**src/sv/ubt_pkg.sv**
```systemverilog
`default_nettype none
// ----------------------------------------------------------------------------
// ubt_pkg
// types, request and status codes shared by the port binding table cells
// and the table core
// ----------------------------------------------------------------------------
package ubt_pkg;

	localparam int TABLE_DEPTH_DEF = 16;

	localparam logic [1:0] REQ_REGISTER = 2'd0;
	localparam logic [1:0] REQ_RELEASE  = 2'd1;
	localparam logic [1:0] REQ_LOOKUP   = 2'd2;

	localparam logic [1:0] ST_OK   = 2'd0;
	localparam logic [1:0] ST_MISS = 2'd1;
	localparam logic [1:0] ST_FULL = 2'd2;

	typedef struct packed {
		logic [1:0]  req_type;
		logic [31:0] remote_ip;
		logic [15:0] local_port;
		logic [15:0] remote_port;
		logic [7:0]  mailbox_id;
	} req_t;

	typedef struct packed {
		logic [1:0] status;
		logic [7:0] target_id;
	} rsp_t;

	// one binding as held in a cell; also used as the broadcast key
	typedef struct packed {
		logic [31:0] remote_ip;
		logic [15:0] local_port;
		logic [15:0] remote_port;
		logic [7:0]  target;
	} entry_t;

	// lookup result passed cell to cell, newest match wins
	typedef struct packed {
		logic       exact_hit;
		logic [7:0] exact_target;
		logic       port_hit;
		logic [7:0] port_target;
	} carry_t;

	typedef struct packed {
		logic write;
		logic mark;
		logic compact;
	} cell_cmd_t;

endpackage
`default_nettype wire

```
**src/sv/ubt_cell.sv**
```systemverilog
`default_nettype none
// ----------------------------------------------------------------------------
// ubt_cell
// one slot of the binding table: holds a binding, appends, drops on release,
// shifts down to close gaps and forwards the lookup result to its neighbor
// ----------------------------------------------------------------------------
module ubt_cell
	import ubt_pkg::*;
(
	input  wire logic      clk,
	input  wire logic      arst_n,
	input  wire cell_cmd_t cmd,
	input  wire entry_t    key,
	input  wire logic      prev_valid,
	input  wire logic      next_valid,
	input  wire entry_t    next_entry,
	input  wire carry_t    carry_in,
	output logic           valid,
	output entry_t         entry,
	output carry_t         carry,
	output logic           rel_hit,
	output logic           hole
);

	logic   valid_q;
	entry_t entry_q;
	carry_t carry_q;
	logic   exact_match;
	logic   port_match;

	assign rel_hit = valid_q && (entry_q.local_port == key.local_port);
	assign hole    = !valid_q && next_valid;

	// zero in the query is a wildcard
	assign port_match  = valid_q && ((key.local_port == '0) ||
		(entry_q.local_port == key.local_port));
	assign exact_match = port_match &&
		((key.remote_ip == '0) || (entry_q.remote_ip == key.remote_ip)) &&
		((key.remote_port == '0) || (entry_q.remote_port == key.remote_port));

	always_ff @(posedge clk or negedge arst_n) begin
		if (!arst_n) begin
			valid_q <= 1'b0;
		end else if (cmd.write) begin
			if (!valid_q && prev_valid) begin
				valid_q <= 1'b1;
			end
		end else if (cmd.mark) begin
			if (rel_hit) begin
				valid_q <= 1'b0;
			end
		end else if (cmd.compact) begin
			// a hole moves up one slot per cycle
			if (hole) begin
				valid_q <= 1'b1;
			end else if (valid_q && !prev_valid) begin
				valid_q <= 1'b0;
			end
		end
	end

	always_ff @(posedge clk) begin
		if (cmd.write && !valid_q && prev_valid) begin
			entry_q <= key;
		end else if (cmd.compact && hole) begin
			entry_q <= next_entry;
		end
	end

	always_ff @(posedge clk or negedge arst_n) begin
		if (!arst_n) begin
			carry_q <= '0;
		end else begin
			carry_q.exact_hit    <= exact_match || carry_in.exact_hit;
			carry_q.exact_target <= exact_match ? entry_q.target : carry_in.exact_target;
			carry_q.port_hit     <= port_match || carry_in.port_hit;
			carry_q.port_target  <= port_match ? entry_q.target : carry_in.port_target;
		end
	end

	assign valid = valid_q;
	assign entry = entry_q;
	assign carry = carry_q;

endmodule
`default_nettype wire

```
**src/sv/udp_port_binding_table_core.sv**
```systemverilog
`default_nettype none
// ----------------------------------------------------------------------------
// udp_port_binding_table_core
// ordered table of udp port bindings with register, release and lookup
// ----------------------------------------------------------------------------
// The table is a row of TABLE_DEPTH cells, oldest binding in cell 0. One
// request is handled at a time and gives exactly one response. A release
// drops the matching bindings and then waits for the cells to close the
// gaps: a binding moves down one slot per cycle and can only move once the
// slot below it is empty. During a lookup the match result ripples through
// the cell chain one cell per cycle. The next request can be taken in the
// same cycle as the response is presented. A waiting response does not hold
// the table back until the next one is due.
module udp_port_binding_table_core
	import ubt_pkg::*;
#(
	parameter int TABLE_DEPTH = TABLE_DEPTH_DEF
) (
	input  wire logic clk,
	input  wire logic arst_n,
	input  wire logic req_valid,
	output logic      req_stall,
	input  wire req_t req,
	output logic      rsp_valid,
	input  wire logic rsp_stall,
	output rsp_t      rsp
);

	localparam int CNT_W = (TABLE_DEPTH > 1) ? $clog2(TABLE_DEPTH) : 1;
	localparam logic [CNT_W-1:0] CNT_LAST = CNT_W'(TABLE_DEPTH - 1);

	localparam logic [1:0] S_IDLE    = 2'd0;
	localparam logic [1:0] S_EXEC    = 2'd1;
	localparam logic [1:0] S_COMPACT = 2'd2;
	localparam logic [1:0] S_LOOKUP  = 2'd3;

	logic [1:0]       state_q, state_d;
	req_t             req_q;
	logic             removed_q;
	logic [CNT_W-1:0] cnt_q;
	logic             rsp_valid_q;
	rsp_t             rsp_q;

	cell_cmd_t        cmd;
	entry_t           key;
	logic             accept;
	logic             can_out;
	logic             finish;
	rsp_t             res;
	logic             full;
	carry_t           last_carry;

	logic   [TABLE_DEPTH-1:0] vld;
	logic   [TABLE_DEPTH-1:0] rel_hit;
	logic   [TABLE_DEPTH-1:0] hole;
	entry_t [TABLE_DEPTH-1:0] entries;
	carry_t [TABLE_DEPTH-1:0] carries;

	assign key = '{remote_ip: req_q.remote_ip, local_port: req_q.local_port,
		remote_port: req_q.remote_port, target: req_q.mailbox_id};

	for (genvar i = 0; i < TABLE_DEPTH; i++) begin : g_cell
		logic   prev_v;
		logic   next_v;
		entry_t next_e;
		carry_t cin;

		if (i == 0) begin : g_first
			assign prev_v = 1'b1;
			assign cin    = '0;
		end else begin : g_mid
			assign prev_v = vld[i-1];
			assign cin    = carries[i-1];
		end

		if (i == TABLE_DEPTH - 1) begin : g_last
			assign next_v = 1'b0;
			assign next_e = entries[i];
		end else begin : g_inner
			assign next_v = vld[i+1];
			assign next_e = entries[i+1];
		end

		ubt_cell u_cell (
			.clk        (clk),
			.arst_n     (arst_n),
			.cmd        (cmd),
			.key        (key),
			.prev_valid (prev_v),
			.next_valid (next_v),
			.next_entry (next_e),
			.carry_in   (cin),
			.valid      (vld[i]),
			.entry      (entries[i]),
			.carry      (carries[i]),
			.rel_hit    (rel_hit[i]),
			.hole       (hole[i])
		);
	end

	assign full       = vld[TABLE_DEPTH-1];
	assign last_carry = carries[TABLE_DEPTH-1];
	assign req_stall  = (state_q != S_IDLE);
	assign accept     = req_valid && !req_stall;
	assign can_out    = !rsp_valid_q || !rsp_stall;

	always_comb begin
		cmd           = '0;
		finish        = 1'b0;
		res.status    = ST_MISS;
		res.target_id = '0;
		state_d       = state_q;
		unique case (state_q)
			S_IDLE: begin
				if (accept) begin
					state_d = S_EXEC;
				end
			end
			S_EXEC: begin
				unique case (req_q.req_type)
					REQ_REGISTER: begin
						finish = can_out;
						if (full) begin
							res.status = ST_FULL;
						end else begin
							res.status = ST_OK;
							cmd.write  = can_out;
						end
					end
					REQ_RELEASE: begin
						cmd.mark = 1'b1;
						state_d  = S_COMPACT;
					end
					REQ_LOOKUP: begin
						state_d = S_LOOKUP;
					end
					default: begin
						finish = can_out;
					end
				endcase
			end
			S_COMPACT: begin
				cmd.compact = 1'b1;
				finish      = !(|hole) && can_out;
				res.status  = removed_q ? ST_OK : ST_MISS;
			end
			S_LOOKUP: begin
				finish = (cnt_q == CNT_LAST) && can_out;
				if (last_carry.exact_hit) begin
					res.status    = ST_OK;
					res.target_id = last_carry.exact_target;
				end else if (last_carry.port_hit) begin
					res.status    = ST_OK;
					res.target_id = last_carry.port_target;
				end
			end
			default: begin
				state_d = S_IDLE;
			end
		endcase
		if (finish) begin
			state_d = S_IDLE;
		end
	end

	always_ff @(posedge clk or negedge arst_n) begin
		if (!arst_n) begin
			state_q     <= S_IDLE;
			cnt_q       <= '0;
			removed_q   <= 1'b0;
			rsp_valid_q <= 1'b0;
		end else begin
			state_q <= state_d;
			if (state_q != S_LOOKUP) begin
				cnt_q <= '0;
			end else if (cnt_q != CNT_LAST) begin
				cnt_q <= cnt_q + 1'b1;
			end
			if (cmd.mark) begin
				removed_q <= |rel_hit;
			end
			if (finish) begin
				rsp_valid_q <= 1'b1;
			end else if (!rsp_stall) begin
				rsp_valid_q <= 1'b0;
			end
		end
	end

	always_ff @(posedge clk) begin
		if (accept) begin
			req_q <= req;
		end
		if (finish) begin
			rsp_q <= res;
		end
	end

	assign rsp_valid = rsp_valid_q;
	assign rsp       = rsp_q;

	// bindings stay packed at the bottom between requests
	a_packed: assert property (@(posedge clk) disable iff (!arst_n)
		(state_q == S_IDLE) |->
		((vld & (vld + {{(TABLE_DEPTH-1){1'b0}}, 1'b1})) == '0))
		else $error("binding table has a gap while idle");

	a_compact_keeps: assert property (@(posedge clk) disable iff (!arst_n)
		(state_q == S_COMPACT) |=> ($countones(vld) == $past($countones(vld))))
		else $error("compaction changed the number of bindings");

	a_write_grows: assert property (@(posedge clk) disable iff (!arst_n)
		cmd.write |=> ($countones(vld) == $past($countones(vld)) + 1))
		else $error("register did not add exactly one binding");

	a_lookup_stable: assert property (@(posedge clk) disable iff (!arst_n)
		(state_q == S_LOOKUP) |=> $stable(vld))
		else $error("table changed during a lookup");

endmodule
`default_nettype wire
```
**config.mk**
```make
export PLATFORM = sky130hd
export DESIGN_NAME = udp_port_binding_table_core
export DESIGN_NICKNAME = d
export VERILOG_FILES = /design/src/sv/ubt_pkg.sv /design/src/sv/ubt_cell.sv /design/src/sv/udp_port_binding_table_core.sv
export SDC_FILE = /design/constraint.sdc
export NUM_CORES = 2
export LEC_CHECK = 0
export BUFFER_PORTS_ARGS = -buffer_cell sky130_fd_sc_hd__buf_4
export CORE_ASPECT_RATIO = 0.5
export CORE_MARGIN = 2
export CORE_UTILIZATION = 45
export CTS_CLUSTER_SIZE = 16
export DETAILED_ROUTE_END_ITERATION = 8
export GPL_ROUTABILITY_DRIVEN = 0
export PLACE_DENSITY = 0.68
export SETUP_SLACK_MARGIN = 0.02
export SYNTH_ARGS = -nofsm -noshare
export SYNTH_HDL_FRONTEND = slang
export SYNTH_HIERARCHICAL = 1
export SYNTH_SLANG_ARGS = --single-unit
```
**constraint.sdc**
```tcl
create_clock -name clk -period 6.18 [get_ports clk]
set_input_delay 0.618 -clock clk [delete_from_list [all_inputs] [get_ports clk]]
set_output_delay 0.618 -clock clk [all_outputs]
set_load 0.01 [all_outputs]
```
==> impl_metrics.json <==
{
  "status": "completed",
  "maxSlewViolCount": 0,
  "ys_warn_count": 6,
  "grt_pass1_vias": 46605,
  "synth_most_common_cell": "mux2_2",
  "nets": 5574,
  "start_util": 0.452,
  "post-dp-hpwl_mm": 129,
  "required_ns": 6.91,
  "synth_common_cells": "mux2_2, edfxtp_1, xnor2_1",
  "syn_to_final_growth_pct": 12.7,
  "numCtsBuffers": 149,
  "drive_gt1_frac": 0.350,
  "criticalPathCategory": "reg2reg",
  "fin_util": 0.510,
  "syn-instance-count": 5153,
  "synth.yosys.seq_area_share": 0.583,
  "async_flop_share": 0.202,
  "via_count": 46331,
  "synth_seq_cells": 1548,
  "setup_tns_ns": 0,
  "hold_viol_final": 0,
  "ir_worst_vdd_mv": 0.343,
  "dr.first_iter.drc_count": 4856,
  "cp-end-kind": "flip-flop",
  "max_cap_viol_count": 0,
  "routedWlPerCell_um": 25.6,
  "setup_viol": 0,
  "rrSetupSlack_ns": 2.02,
  "period_share": 0.673,
  "clkTransAtPathRegs_ns": 0.06,
  "yosys.area.top_type": "edfxtp_1",
  "critPathArrivalTime_ns": 4.89,
  "synthFlopType": "edfxtp_1",
  "yosysUniqueCellTypes": 47,
  "clock-sinks": 1548,
  "r2r.worst_path.cells": 7,
  "post_drt_via_cell_ratio": 5.86,
  "clockBufferDepth": 3,
  "synth_area_sq_mm": 0.0770,
  "die_y_um": 296,
  "synth.avg_cell_area_sq_um": 14.9,
  "timing.slew.headroom": 0.200,
  "io_buffer_count": 89,
  "gr-total-overflow": 0,
  "fillers": 13995,
  "clockRootBuffer": "clkbuf_16",
  "synth_top_area_frac": 0.482,
  "p_leak_nw": 28.4,
  "grt_max_degree": 125,
  "worst_hold_path_type": "in2reg",
  "crit_path_end": "g_cell[0].u_cell/carry[13]",
  "timing.final.crit_period_ns": 4.16,
  "wirelength_mm": 202,
  "grt_usage": 0.231,
  "ioPinCount": 90,
  "dieArea_sq_mm": 0.175,
  "timing.rr.start": "key[46]",
  "skew_ns": 0.0317,
  "antenna_found_initial": 5,
  "start_kind": "flip-flop",
  "ant_nets": 0,
  "rows": 107,
  "tightest_slew_ns": 1.20,
  "h-tree-depth": 4,
  "clock_latency_ns": 0.82,
  "startpoint": "key[46]",
  "tritoncts": "yes",
  "dr.pass1.iters": 6,
  "rsz0062_at_grt": "false",
  "fmax_ghz": 0.240,
  "r2r_end": "g_cell[0].u_cell/carry[13]",
  "die_w_um": 589,
  "drc": 0,
  "synth_edf_count": 1236,
  "power.density_mw_per_mm2": 375,
  "hold_depth": 3,
  "synth_area_leaders": "edfxtp_1, mux2_2, dfrtp_1",
  "grt_pass1_wl_mm": 305,
  "core_sq_mm": 0.170,
  "worstPathMaxFanout": 19
}
-- routing by layer --
layer / part of all wire / up-vias / routed length (um) / global-route usage
met5: 0.00013 / - / 27 / 0.00108
met4: 0.026 / 2 / 5200 / 0.0708
met3: 0.083 / 312 / 16800 / 0.0502
met2: 0.44 / 1831 / 88800 / 0.349
met1: 0.45 / 23639 / 91700 / 0.334
li1: - / 20547 / - / -
-- worst min path at each step --
stage | slack (ns) | from | endpoint
floorplan | 0.32 | arst_n | cnt_q[0]
global placement | 0.41 | g_cell[1].u_cell/carry[8] | g_cell[2].u_cell/carry[8]
detailed placement | 0.42 | g_cell[0].u_cell/carry[8] | g_cell[1].u_cell/carry[8]
CTS | 0.16 | rsp_stall | rsp_valid
global route | 0.24 | rsp_stall | rsp_valid
finish | 0.23 | rsp_stall | rsp_valid
-- placed cells by master, fill, tap and decap left out, types with 22 or more instances in the layout --
cell and n:
mux2_2 1408, edfxtp_1 1236, buf_4 221, clkinv_1 22, clkbuf_1 39, dfrtp_1 312, or4_1 32, xnor2_1 769
nor2_1 59, conb_1 22, clkinv_2 25, nor3_1 35, clkbuf_16 151, nand4_1 242, nor4_1 308, xor2_1 256
nand3_1 50, nand2_1 41, dlygate4sd3_1 75
-- critical path, cell delays in order (launching register included) --
cell	delay, ns
edfxtp_1	1.07
buf_4	0.39
xnor2_1	0.17
nand4_1	0.15
nor4_1	0.55
a21oi_1	0.51
a211oi_4	0.88
mux2_2	0.30
-- cell families after synthesis --
family | after synthesis | share of synthesized area
DFF | 1548 | 0.583
muxes | 1410 | 0.206
xor gates and xnor gates | 1025 | 0.117
and+or+nand+nor | 910 | 0.0727
buffers and inverters | 137 | 0.00684
AOI/OAI and AO/OA | 117 | 0.0133
adders and majority gates | 4 | 0.000650
other | 2 | 0.0000975
-- where the power goes --
| part | leakage, nW | switching (mW) | internal [mW] |
|---|---|---|---|
| Clock | 2.30 | 4.08 | 4.91 |
| Sequential | 14.9 | 1.43 | 13.4 |
| Combinational | 11.2 | 5.32 | 3.37 |
| Total | 28.4 | 10.8 | 21.7 |
-- state kept, by name (all words and copies together) (netlist names) --
register and cells:
g_cell.u_cell/entry 1152, rsp 10, req_q 2, cnt_q 4
state_q 2, removed_q 1, g_cell.u_cell/valid 16, rsp_valid 1
key 72, g_cell.u_cell/carry 288
-- repair_timing --
item	CTS	global route
hold endpoints to repair	165	0
gates resized for setup	0	0
hold buffers	75	0
buffers inserted	0	0
-- cell type report --
| class | instances | area [sq um] | area share |
|---|---|---|---|
| Inverter | 5 | 18.8 | 0.000216 |
| Clock buffer | 199 | 4050 | 0.0467 |
| Sequential cell | 1548 | 44900 | 0.518 |
| Clock inverter | 72 | 656 | 0.00756 |
| Tap cell | 2289 | 2860 | 0.0330 |
| Timing Repair Buffer | 300 | 2480 | 0.0286 |
| Multi-Input combinational cell | 3488 | 31800 | 0.366 |
| Antenna cell | 1 | 2.50 | 0.0000288 |
-- per-stage QoR --
step / instance area (sq um) / worst slack [ns] / hold slack, ns / power (mW) / cells
floorplan: 77100 / 0.997 / 0.322 / 20.5 / 5173
global placement: 81300 / 2.00 / 0.411 / 23.2 / 7555
detailed placement: 81300 / 1.91 / 0.415 / 23.5 / 7555
CTS: 86800 / 1.99 / 0.164 / 32.6 / 7901
global route: 86800 / 1.80 / 0.240 / 33.9 / 7901
finish: 86800 / 2.02 / 0.230 / 32.5 / 7902
No activity file was read; power rests on OpenSTA's default activity.
